===== config.mk =====
export PLATFORM = sky130hd
export DESIGN_NAME = soil_moisture_sample_qualifier
export DESIGN_NICKNAME = d
export VERILOG_FILES = /design/src/rtl/core/smsq_pkg.sv /design/src/rtl/core/smsq_cfg_regs.sv /design/src/rtl/core/smsq_convert.sv /design/src/rtl/core/smsq_judge.sv /design/src/rtl/core/soil_moisture_sample_qualifier.sv
export SDC_FILE = /design/constraint.sdc
export NUM_CORES = 1
export LEC_CHECK = 0
export ABC_AREA = 0
export BUFFER_PORTS_ARGS = -buffer_cell sky130_fd_sc_hd__buf_2
export CORE_AREA = 8 8 206 208
export CTS_CLUSTER_DIAMETER = 100
export DETAILED_ROUTE_END_ITERATION = 8
export DIE_AREA = 0 0 214 216
export PLACE_DENSITY = 0.89
export SLEW_MARGIN = 20
export SYNTH_ARGS = -nofsm -noshare
export SYNTH_HDL_FRONTEND = slang
export SYNTH_SLANG_ARGS = --single-unit
export TNS_END_PERCENT = 50

===== constraint.sdc =====
create_clock -name i_clk -period 10.3 [get_ports i_clk]
set_input_delay 1.545 -clock i_clk [delete_from_list [all_inputs] [get_ports i_clk]]
set_output_delay 1.545 -clock i_clk [all_outputs]
set_load 0.01 [all_outputs]

===== src/rtl/core/smsq_pkg.sv =====
// Shared widths, constants, codes and types of the soil moisture sample qualifier.
`timescale 1ns / 1ps

package smsq_pkg;

    // Converter and field widths
    localparam int ADC_BITS   = 12;
    localparam int ADC_FULL   = (1 << ADC_BITS) - 1;
    localparam int TIME_W     = 32;
    localparam int PCT_W      = 15;
    localparam int GAIN_W     = 9;
    localparam int MIN_W      = 4;
    localparam int COUNT_W    = 16;
    localparam int RUN_W      = 8;
    localparam int STATUS_W   = 3;

    // Stream word widths (fields packed from bit 0, padded to whole bytes)
    localparam int IN_DATA_W  = ((ADC_BITS + TIME_W + 7) / 8) * 8;
    localparam int OUT_DATA_W = ((STATUS_W + 1 + PCT_W + 1 + 7) / 8) * 8;

    // Configuration port
    localparam int CFG_IDX_W  = 3;
    localparam int CFG_DATA_W = 32;

    localparam logic [PCT_W-1:0]   PCT_FULL  = PCT_W'(25600);
    localparam logic [GAIN_W-1:0]  GAIN_ONE  = GAIN_W'(256);
    localparam logic [COUNT_W-1:0] COUNT_MAX = {COUNT_W{1'b1}};
    localparam logic [RUN_W-1:0]   RUN_MAX   = {RUN_W{1'b1}};
    localparam logic [RUN_W-1:0]   STABLE_RUN_NEEDED = RUN_W'(3);

    // Percent conversion: floor(raw * 25600 / ADC_FULL) as a multiply by a
    // rounded-up reciprocal; the shift keeps the error below one step.
    localparam int PCT_SHIFT  = 2 * ADC_BITS + 2;
    localparam int PCT_MULT_W = PCT_SHIFT + 7;
    localparam int PCT_PROD_W = ADC_BITS + PCT_MULT_W;
    localparam logic [PCT_MULT_W-1:0] PCT_MULT = PCT_MULT_W'(
        ((64'd25600 << PCT_SHIFT) + 64'(ADC_FULL) - 64'd1) / 64'(ADC_FULL));

    // Register indexes
    localparam logic [CFG_IDX_W-1:0] CFG_WARMUP_MS    = 3'd0;
    localparam logic [CFG_IDX_W-1:0] CFG_RAW_LOW      = 3'd1;
    localparam logic [CFG_IDX_W-1:0] CFG_RAW_HIGH     = 3'd2;
    localparam logic [CFG_IDX_W-1:0] CFG_DRY_FLOOR    = 3'd3;
    localparam logic [CFG_IDX_W-1:0] CFG_MAX_STEP     = 3'd4;
    localparam logic [CFG_IDX_W-1:0] CFG_GAIN         = 3'd5;
    localparam logic [CFG_IDX_W-1:0] CFG_MIN_ACCEPTED = 3'd6;
    localparam logic [CFG_IDX_W-1:0] CFG_STABLE_DELTA = 3'd7;

    // Register reset values
    localparam logic [TIME_W-1:0]   RST_WARMUP_MS    = TIME_W'(15000);
    localparam logic [ADC_BITS-1:0] RST_RAW_LOW      = ADC_BITS'(20);
    localparam logic [ADC_BITS-1:0] RST_RAW_HIGH     = ADC_BITS'(4075);
    localparam logic [PCT_W-1:0]    RST_DRY_FLOOR    = PCT_W'(256);
    localparam logic [PCT_W-1:0]    RST_MAX_STEP     = PCT_W'(8960);
    localparam logic [GAIN_W-1:0]   RST_GAIN         = GAIN_W'(90);
    localparam logic [MIN_W-1:0]    RST_MIN_ACCEPTED = MIN_W'(3);
    localparam logic [ADC_BITS-1:0] RST_STABLE_DELTA = ADC_BITS'(61);

    // Status codes
    localparam logic [STATUS_W-1:0] ST_WARMUP   = 3'd0;
    localparam logic [STATUS_W-1:0] ST_RANGE    = 3'd1;
    localparam logic [STATUS_W-1:0] ST_DRY      = 3'd2;
    localparam logic [STATUS_W-1:0] ST_JUMP     = 3'd3;
    localparam logic [STATUS_W-1:0] ST_SETTLING = 3'd4;
    localparam logic [STATUS_W-1:0] ST_OK       = 3'd5;

    typedef struct packed {
        logic [TIME_W-1:0]   warmup_ms;
        logic [ADC_BITS-1:0] raw_low_limit;
        logic [ADC_BITS-1:0] raw_high_limit;
        logic [PCT_W-1:0]    dry_floor;
        logic [PCT_W-1:0]    max_step;
        logic [GAIN_W-1:0]   smoothing_gain;
        logic [MIN_W-1:0]    min_accepted;
        logic [ADC_BITS-1:0] stable_delta;
    } t_cfg;

    // Word held between conversion and judgment
    typedef struct packed {
        logic                valid;
        logic                warming;
        logic                outside_window;
        logic [ADC_BITS-1:0] raw;
        logic [PCT_W-1:0]    percent;
    } t_stage;

    typedef struct packed {
        logic                stable;
        logic [PCT_W-1:0]    smoothed;
        logic                reading_valid;
        logic [STATUS_W-1:0] status;
    } t_result;

endpackage


===== src/rtl/core/smsq_cfg_regs.sv =====
// Configuration register bank with a valid/ready write channel.
`timescale 1ns / 1ps

module smsq_cfg_regs (
    input  logic                             i_clk,
    input  logic                             i_rst_n,
    input  logic                             i_cfg_valid,
    output logic                             o_cfg_ready,
    input  logic [smsq_pkg::CFG_IDX_W-1:0]   i_cfg_index,
    input  logic [smsq_pkg::CFG_DATA_W-1:0]  i_cfg_data,
    output smsq_pkg::t_cfg                   o_cfg
);

    smsq_pkg::t_cfg r_cfg;

    assign o_cfg_ready = 1'b1;
    assign o_cfg       = r_cfg;

    always_ff @(posedge i_clk) begin
        if (!i_rst_n) begin
            r_cfg.warmup_ms      <= smsq_pkg::RST_WARMUP_MS;
            r_cfg.raw_low_limit  <= smsq_pkg::RST_RAW_LOW;
            r_cfg.raw_high_limit <= smsq_pkg::RST_RAW_HIGH;
            r_cfg.dry_floor      <= smsq_pkg::RST_DRY_FLOOR;
            r_cfg.max_step       <= smsq_pkg::RST_MAX_STEP;
            r_cfg.smoothing_gain <= smsq_pkg::RST_GAIN;
            r_cfg.min_accepted   <= smsq_pkg::RST_MIN_ACCEPTED;
            r_cfg.stable_delta   <= smsq_pkg::RST_STABLE_DELTA;
        end else if (i_cfg_valid) begin
            unique case (i_cfg_index)
                smsq_pkg::CFG_WARMUP_MS: begin
                    r_cfg.warmup_ms <= i_cfg_data[smsq_pkg::TIME_W-1:0];
                end
                smsq_pkg::CFG_RAW_LOW: begin
                    r_cfg.raw_low_limit <= i_cfg_data[smsq_pkg::ADC_BITS-1:0];
                end
                smsq_pkg::CFG_RAW_HIGH: begin
                    r_cfg.raw_high_limit <= i_cfg_data[smsq_pkg::ADC_BITS-1:0];
                end
                smsq_pkg::CFG_DRY_FLOOR: begin
                    r_cfg.dry_floor <= i_cfg_data[smsq_pkg::PCT_W-1:0];
                end
                smsq_pkg::CFG_MAX_STEP: begin
                    r_cfg.max_step <= i_cfg_data[smsq_pkg::PCT_W-1:0];
                end
                smsq_pkg::CFG_GAIN: begin
                    r_cfg.smoothing_gain <= i_cfg_data[smsq_pkg::GAIN_W-1:0];
                end
                smsq_pkg::CFG_MIN_ACCEPTED: begin
                    r_cfg.min_accepted <= i_cfg_data[smsq_pkg::MIN_W-1:0];
                end
                smsq_pkg::CFG_STABLE_DELTA: begin
                    r_cfg.stable_delta <= i_cfg_data[smsq_pkg::ADC_BITS-1:0];
                end
            endcase
        end
    end

endmodule


===== src/rtl/core/smsq_convert.sv =====
// Input stage: raw-to-percent conversion and the state-free checks, registered.
`timescale 1ns / 1ps

module smsq_convert (
    input  logic                            i_clk,
    input  logic                            i_rst_n,
    input  logic                            i_valid,
    input  logic                            i_ready,
    input  logic [smsq_pkg::ADC_BITS-1:0]   i_raw,
    input  logic [smsq_pkg::TIME_W-1:0]     i_time,
    input  smsq_pkg::t_cfg                  i_cfg,
    output smsq_pkg::t_stage                o_stage
);

    logic [smsq_pkg::PCT_PROD_W-1:0] w_prod;
    logic [smsq_pkg::PCT_W-1:0]      w_quot;
    logic [smsq_pkg::PCT_W-1:0]      w_percent;

    logic                            r_valid;
    logic                            r_warming;
    logic                            r_outside_window;
    logic [smsq_pkg::ADC_BITS-1:0]   r_raw;
    logic [smsq_pkg::PCT_W-1:0]      r_percent;

    assign w_prod = smsq_pkg::PCT_PROD_W'(i_raw) * smsq_pkg::PCT_PROD_W'(smsq_pkg::PCT_MULT);
    assign w_quot = w_prod[smsq_pkg::PCT_SHIFT +: smsq_pkg::PCT_W];
    // full-scale reading maps to zero percent
    assign w_percent = (w_quot >= smsq_pkg::PCT_FULL) ? '0 : (smsq_pkg::PCT_FULL - w_quot);

    always_ff @(posedge i_clk) begin
        if (!i_rst_n) begin
            r_valid <= 1'b0;
        end else if (i_ready) begin
            r_valid <= i_valid;
        end
    end

    always_ff @(posedge i_clk) begin
        if (i_valid && i_ready) begin
            r_warming        <= (i_time < i_cfg.warmup_ms);
            r_outside_window <= (i_raw <= i_cfg.raw_low_limit) ||
                                (i_raw >= i_cfg.raw_high_limit);
            r_raw            <= i_raw;
            r_percent        <= w_percent;
        end
    end

    assign o_stage.valid          = r_valid;
    assign o_stage.warming        = r_warming;
    assign o_stage.outside_window = r_outside_window;
    assign o_stage.raw            = r_raw;
    assign o_stage.percent        = r_percent;

endmodule


===== src/rtl/core/smsq_judge.sv =====
// Judgment stage: qualification state, average, stability tracking, result register.
`timescale 1ns / 1ps

module smsq_judge (
    input  logic              i_clk,
    input  logic              i_rst_n,
    input  logic              i_out_load,
    input  smsq_pkg::t_stage  i_stage,
    input  smsq_pkg::t_cfg    i_cfg,
    output logic              o_out_valid,
    output smsq_pkg::t_result o_result
);

    localparam int PROD_W = smsq_pkg::PCT_W + smsq_pkg::GAIN_W + 2;
    localparam int INC_W  = PROD_W - 8;

    logic                            w_move;

    logic                            r_out_valid;
    logic [smsq_pkg::STATUS_W-1:0]   r_status;
    logic [smsq_pkg::PCT_W-1:0]      r_avg;
    logic [smsq_pkg::PCT_W-1:0]      r_last;
    logic                            r_seen;
    logic [smsq_pkg::COUNT_W-1:0]    r_count;
    logic [smsq_pkg::ADC_BITS-1:0]   r_prev;
    logic                            r_prev_known;
    logic [smsq_pkg::RUN_W-1:0]      r_run;
    logic                            r_stable;

    logic [smsq_pkg::STATUS_W-1:0]   n_status;
    logic [smsq_pkg::PCT_W-1:0]      n_avg;
    logic [smsq_pkg::PCT_W-1:0]      n_last;
    logic                            n_seen;
    logic [smsq_pkg::COUNT_W-1:0]    n_count;
    logic [smsq_pkg::ADC_BITS-1:0]   n_prev;
    logic                            n_prev_known;
    logic [smsq_pkg::RUN_W-1:0]      n_run;
    logic                            n_stable;

    logic [smsq_pkg::PCT_W-1:0]      w_step;
    logic                            w_jump;
    logic [smsq_pkg::COUNT_W-1:0]    w_count_inc;
    logic [smsq_pkg::GAIN_W-1:0]     w_gain;
    logic signed [smsq_pkg::PCT_W:0] w_avg_diff;
    logic signed [PROD_W-1:0]        w_avg_prod;
    logic signed [INC_W-1:0]         w_avg_inc;
    logic signed [INC_W-1:0]         w_avg_sum;
    logic [smsq_pkg::PCT_W-1:0]      w_avg_new;
    logic [smsq_pkg::ADC_BITS-1:0]   w_raw_diff;
    logic                            w_valid_now;
    logic [smsq_pkg::RUN_W-1:0]      w_run_next;

    assign w_move = i_out_load && i_stage.valid;

    // jump from the last accepted percent, only once enough samples were taken
    assign w_step = (i_stage.percent > r_last) ? (i_stage.percent - r_last)
                                               : (r_last - i_stage.percent);
    assign w_jump = r_seen &&
                    (r_count >= smsq_pkg::COUNT_W'(i_cfg.min_accepted)) &&
                    (w_step > i_cfg.max_step);

    assign w_count_inc = (r_count == smsq_pkg::COUNT_MAX) ? r_count : (r_count + 1'b1);

    // exponential average, increment floored toward minus infinity
    assign w_gain     = (i_cfg.smoothing_gain > smsq_pkg::GAIN_ONE) ? smsq_pkg::GAIN_ONE
                                                                    : i_cfg.smoothing_gain;
    assign w_avg_diff = $signed({1'b0, i_stage.percent}) - $signed({1'b0, r_avg});
    assign w_avg_prod = w_avg_diff * $signed({1'b0, w_gain});
    assign w_avg_inc  = $signed(w_avg_prod[PROD_W-1:8]);
    assign w_avg_sum  = $signed({{(INC_W - smsq_pkg::PCT_W){1'b0}}, r_avg}) + w_avg_inc;

    always_comb begin
        priority if (w_avg_sum < 0) begin
            w_avg_new = '0;
        end else if (w_avg_sum > $signed(INC_W'(smsq_pkg::PCT_FULL))) begin
            w_avg_new = smsq_pkg::PCT_FULL;
        end else begin
            w_avg_new = w_avg_sum[smsq_pkg::PCT_W-1:0];
        end
    end

    assign w_raw_diff = (i_stage.raw > r_prev) ? (i_stage.raw - r_prev)
                                               : (r_prev - i_stage.raw);
    assign w_run_next = (w_raw_diff > i_cfg.stable_delta) ? smsq_pkg::RUN_W'(1) :
                        (r_run == smsq_pkg::RUN_MAX)       ? r_run : (r_run + 1'b1);

    always_comb begin
        n_status     = r_status;
        n_avg        = r_avg;
        n_last       = r_last;
        n_seen       = r_seen;
        n_count      = r_count;
        n_prev       = i_stage.raw;
        n_prev_known = 1'b1;
        n_run        = r_run;
        n_stable     = r_stable;

        priority if (i_stage.warming) begin
            n_status = smsq_pkg::ST_WARMUP;
        end else if (i_stage.outside_window) begin
            n_status = smsq_pkg::ST_RANGE;
        end else if (i_stage.percent <= i_cfg.dry_floor) begin
            n_status = smsq_pkg::ST_DRY;
        end else if (w_jump) begin
            n_status = smsq_pkg::ST_JUMP;
        end else begin
            n_last   = i_stage.percent;
            n_seen   = 1'b1;
            n_avg    = r_seen ? w_avg_new : i_stage.percent;
            n_count  = w_count_inc;
            n_status = (w_count_inc < smsq_pkg::COUNT_W'(i_cfg.min_accepted))
                       ? smsq_pkg::ST_SETTLING : smsq_pkg::ST_OK;
        end

        w_valid_now = (n_status == smsq_pkg::ST_OK);

        priority if (!w_valid_now) begin
            n_run    = '0;
            n_stable = 1'b0;
        end else if (!r_prev_known) begin
            n_run    = smsq_pkg::RUN_W'(1);
            n_stable = 1'b0;
        end else begin
            n_run    = w_run_next;
            n_stable = (w_run_next >= smsq_pkg::STABLE_RUN_NEEDED);
        end
    end

    always_ff @(posedge i_clk) begin
        if (!i_rst_n) begin
            r_out_valid  <= 1'b0;
            r_avg        <= '0;
            r_last       <= '0;
            r_seen       <= 1'b0;
            r_count      <= '0;
            r_prev       <= '0;
            r_prev_known <= 1'b0;
            r_run        <= '0;
            r_stable     <= 1'b0;
        end else begin
            if (i_out_load) begin
                r_out_valid <= i_stage.valid;
            end
            if (w_move) begin
                r_avg        <= n_avg;
                r_last       <= n_last;
                r_seen       <= n_seen;
                r_count      <= n_count;
                r_prev       <= n_prev;
                r_prev_known <= n_prev_known;
                r_run        <= n_run;
                r_stable     <= n_stable;
            end
        end
    end

    always_ff @(posedge i_clk) begin
        if (w_move) begin
            r_status <= n_status;
        end
    end

    // average and stable flag change only when a word enters the result register
    assign o_out_valid            = r_out_valid;
    assign o_result.status        = r_status;
    assign o_result.reading_valid = (r_status == smsq_pkg::ST_OK);
    assign o_result.smoothed      = r_avg;
    assign o_result.stable        = r_stable;

endmodule


===== src/rtl/core/soil_moisture_sample_qualifier.sv =====
// Soil moisture sample qualifier, top level.
// A result word passes through the input register and then the result register, which
// loads it once the result register is empty or its word leaves.
// Throughput: one word per cycle while the result stream is not stalled; the input
// register and the result register form a two-stage pipeline; judgment state loops back.
// Reset: synchronous, active low; clears all qualification state and restores the
// register defaults. No clearing pass; words are taken from the first cycle after reset.
`timescale 1ns / 1ps

module soil_moisture_sample_qualifier (
    input  logic                              i_clk,
    input  logic                              i_rst_n,
    // input stream
    input  logic                              i_s_tvalid,
    output logic                              o_s_tready,
    // [11:0] raw_reading, [43:12] time_ms, [47:44] zero
    input  logic [smsq_pkg::IN_DATA_W-1:0]    i_s_tdata,
    // result stream
    output logic                              o_m_tvalid,
    input  logic                              i_m_tready,
    // [2:0] status_code, [3] reading_valid, [18:4] smoothed_percent,
    // [19] reading_stable, [23:20] zero
    output logic [smsq_pkg::OUT_DATA_W-1:0]   o_m_tdata,
    // configuration write channel
    input  logic                              i_cfg_valid,
    output logic                              o_cfg_ready,
    input  logic [smsq_pkg::CFG_IDX_W-1:0]    i_cfg_index,
    input  logic [smsq_pkg::CFG_DATA_W-1:0]   i_cfg_data
);

    smsq_pkg::t_cfg    w_cfg;
    smsq_pkg::t_stage  w_stage;
    smsq_pkg::t_result w_result;
    logic              w_out_valid;
    logic              w_out_load;

    // The result register takes a new word when empty or when its word leaves.
    // The input register advances whenever its word can move on or it is empty,
    // so a new word is taken while a finished result waits downstream if it is empty.
    assign w_out_load = !w_out_valid || i_m_tready;
    assign o_s_tready = !w_stage.valid || w_out_load;

    smsq_cfg_regs u_cfg (
        .i_clk       (i_clk),
        .i_rst_n     (i_rst_n),
        .i_cfg_valid (i_cfg_valid),
        .o_cfg_ready (o_cfg_ready),
        .i_cfg_index (i_cfg_index),
        .i_cfg_data  (i_cfg_data),
        .o_cfg       (w_cfg)
    );

    // Stage one: percent conversion by reciprocal multiply, warm-up and range checks.
    smsq_convert u_convert (
        .i_clk   (i_clk),
        .i_rst_n (i_rst_n),
        .i_valid (i_s_tvalid),
        .i_ready (o_s_tready),
        .i_raw   (i_s_tdata[smsq_pkg::ADC_BITS-1:0]),
        .i_time  (i_s_tdata[smsq_pkg::ADC_BITS +: smsq_pkg::TIME_W]),
        .i_cfg   (w_cfg),
        .o_stage (w_stage)
    );

    // Stage two: dry and jump checks, average update, count, stability run.
    smsq_judge u_judge (
        .i_clk       (i_clk),
        .i_rst_n     (i_rst_n),
        .i_out_load  (w_out_load),
        .i_stage     (w_stage),
        .i_cfg       (w_cfg),
        .o_out_valid (w_out_valid),
        .o_result    (w_result)
    );

    assign o_m_tvalid = w_out_valid;
    assign o_m_tdata  = smsq_pkg::OUT_DATA_W'(w_result);

`ifndef NO_ASSERTIONS
    // a held stage-one word with a stalled result must block the input
    a_stall_blocks_input: assert property (@(posedge i_clk) disable iff (!i_rst_n)
        (w_stage.valid && w_out_valid && !i_m_tready) |-> !o_s_tready)
        else $error("input taken while both pipeline stages are full");

    // a stable reading is only ever reported on a valid reading
    a_stable_needs_valid: assert property (@(posedge i_clk) disable iff (!i_rst_n)
        (o_m_tvalid && o_m_tdata[19]) |-> o_m_tdata[3])
        else $error("reading_stable set without reading_valid");

    // the average never leaves the percent range
    a_avg_in_range: assert property (@(posedge i_clk) disable iff (!i_rst_n)
        o_m_tvalid |-> (o_m_tdata[18:4] <= smsq_pkg::PCT_FULL))
        else $error("smoothed_percent above full scale");

    // a word that enters stage two shows up as a result in the next cycle
    a_stage_to_output: assert property (@(posedge i_clk) disable iff (!i_rst_n)
        (w_stage.valid && w_out_load) |=> o_m_tvalid)
        else $error("stage-one word lost on its way to the result register");
`endif

endmodule

==> flow_summary.json <==
{
  "synth_top_family_by_area": "adder cells",
  "synthAdderAreaFrac_pct": 31.6,
  "setup_violations": 0,
  "area_growth_pct": 9.71,
  "cts_hold_buf": 0,
  "dp_slack_ns": -0.158,
  "yosys_register_bits": 214,
  "synth_top_area_share_pct": 18.6,
  "grt_antenna_before_repair": 1,
  "numClockSinks": 214,
  "yosysWarnings": 0,
  "drive_above_1_share_pct": 8.73,
  "skew_ns": 0.0150,
  "cts_tree": "built",
  "vias": 20978,
  "grt_pass1_vias": 21364,
  "synthCells": 2851,
  "synth_simple_gate_area_share_pct": 18.2,
  "timing.final.crit_share_pct": 97.8,
  "fin_cells": 3483,
  "dieArea_um2": 46200,
  "tightest_slew_ns": 1.13,
  "cts_buffer_depth": 3,
  "grt_max_degree": 92,
  "synth_edf_count": 32,
  "io_buffers": 105,
  "fmax_mhz": 99.2,
  "startpoint_type": "flip-flop",
  "crit_type": "reg -> reg",
  "hold_path_class": "reg -> reg",
  "start_util_pct": 59.2,
  "final.setup.tns_ns": 0,
  "gp_congestion": 0.968,
  "grt_pass1_wl_mm": 105,
  "finalHoldViolations": 0,
  "synth_compound_area_share_pct": 16.2,
  "ys_types": 78,
  "dp.cells": 3424,
  "drtIter0Drc": 1838,
  "core_area_um2": 39200,
  "final_nets": 3520,
  "drc": 0,
  "slowest_delay_ns": 0.56,
  "routed_wl_mm": 66.6,
  "crit_path_top_delay_cell": "fa_1",
  "grt_usage_pct": 27.1,
  "wl_per_cell_um": 19.1,
  "fp.dieH_um": 216,
  "relSlewSlack_pct": 24.1,
  "ys_async_sr_fraction_pct": 0,
  "clk_latency_ns": 0.55,
  "die_x_um": 214,
  "synth_area_leaders": "ha_1 (19%), dfxtp_1 (16%), fa_1 (13%), inv_1 (6.7%), nand2_1 (6.2%)",
  "dp_hpwl_mm": 50.4,
  "cp.arrival_ns": 10.52,
  "io_pins": 115,
  "final_common_cell": "inv_1",
  "required_ns": 10.74,
  "yosysTopAreaCell": "ha_1",
  "layout_common_cells": "inv_1 (413), nand2_1 (380), ha_1 (341)",
  "netlist_area_um2": 23200,
  "cp_max_fo": 7,
  "synth.area.mux_share_pct": 1.93,
  "max_cap_violations": 0,
  "cts_buffers": 26,
  "worst_setup_path_end_kind": "flip-flop",
  "synth_flop_cell": "dfxtp_1",
  "synthXorXnorAreaFrac_pct": 3.73,
  "clock-root-buffer": "clkbuf_16",
  "fin_ws_ns": 0.224,
  "vias_per_cell": 6.02,
  "finish.utilization_pct": 64.9,
  "grt-ovfl-total": 0,
  "cts.clk_slew.worst_paths_ns": 0.06,
  "detail-route-antenna-nets": 0,
  "rows": 73,
  "finalMaxSlewViolations": 0,
  "ys_seq_area_share_pct": 19.9,
  "cts.htree.levels": 1,
  "syn_area_per_cell_um2": 8.13,
  "outcome": "finished, final reports clean",
  "period_needed_ns": 10.08,
  "drtPass1Iterations": 9
}
flip-flops by register name (all words and copies together), names as in the netlist, 3 cells and up:
register / flops
u_judge.r_count: 16
u_judge.r_run: 8
u_convert.r_raw: 12
u_judge.r_last: 15
u_judge.r_avg: 15
u_judge.r_status: 3
u_judge.r_prev: 12
u_convert.r_percent: 15
u_cfg.o_cfg: 111
per-stage QoR:
stage | hold slack (ns) | cell area (um^2)
2_1_floorplan | 0.432 | 23200
3_3_place_gp | 0.436 | 24300
3_5_place_dp | 0.446 | 24300
4_1_cts | 0.455 | 25200
5_1_grt | 0.468 | 25400
6_report | 0.454 | 25400
metal layers:
layer / track usage [%] / wire, um / vias up
li1: - / - / 9792
met1: 31.1 / 25600 / 9964
met2: 47.0 / 31700 / 958
met3: 5.43 / 5610 / 264
met4: 14.3 / 3670 / 0
met5: 0 / 0 / -
Yosys cell counts (all sizes together) (38+ instances only):
master / number
a21o: 87
nand4: 41
nand2: 381
a21oi: 207
ha: 345
nand2b: 44
nor2: 165
clkbuf: 86
nor3: 39
inv: 415
mux2i: 39
nand3: 55
fa: 150
xnor2: 62
dfxtp: 182
o21ai: 88
nor2b: 50
o211ai: 38
worst max-delay path, delay by kind of cell, from the launching register on:
family	cells	cell delay [ns]
compound gates	16	3.75
fa+ha+maj	8	3.56
buf+inv	7	0.74
simple gates	6	1.31
flops	1	0.41
xor+xnor	1	0.18
path summary, 6_finish.rpt:
kind                          from                to  slack (ns)  depth (start not counted)
setup reg to reg  u_judge.r_avg[2]  u_judge.r_avg[5]        0.22                         38
hold reg to reg    u_cfg.o_cfg[30]   u_cfg.o_cfg[30]        0.45                          2
hold / removal     u_cfg.o_cfg[30]   u_cfg.o_cfg[30]        0.45                          2
setup / recovery  u_judge.r_avg[2]  u_judge.r_avg[5]        0.22                         38
cells by family (layout without fill, tap and decap cells):
kind of cell               count (synthesis)  in the layout
DFF                                      214            214
adders and majority gates                495            495
other                                      2              6
and+or+nand+nor                          901            901
AOI/OAI and AO/OA                        581            581
xor gates and xnor gates                  98             99
buffers and inverters                    516            618
muxes                                     44             44
repair_timing:
| item | 4_1_cts | 5_1_grt |
|---|---|---|
| endpoints found under the setup margin | 15 | 15 |
| cloned | 0 | 2 |
| hold endpoints to repair | 0 | 0 |
| gates resized for setup | 3 | 36 |
| setup buffers | 0 | 8 |
| pin swaps | 0 | 8 |
layout make-up:
cell class / count / area (um^2)
Antenna cell: 1 / 2.50
Clock buffer: 35 / 746
Clock inverter: 13 / 135
Fill cell: 3162 / 13700
Inverter: 416 / 1560
Multi-Input combinational cell: 2125 / 16800
Sequential cell: 214 / 4600
Tap cell: 525 / 657
Timing Repair Buffer: 154 / 891
Power is not shown: default switching activity piles up to over one toggle a cycle in this logic, so the estimate is an artifact.
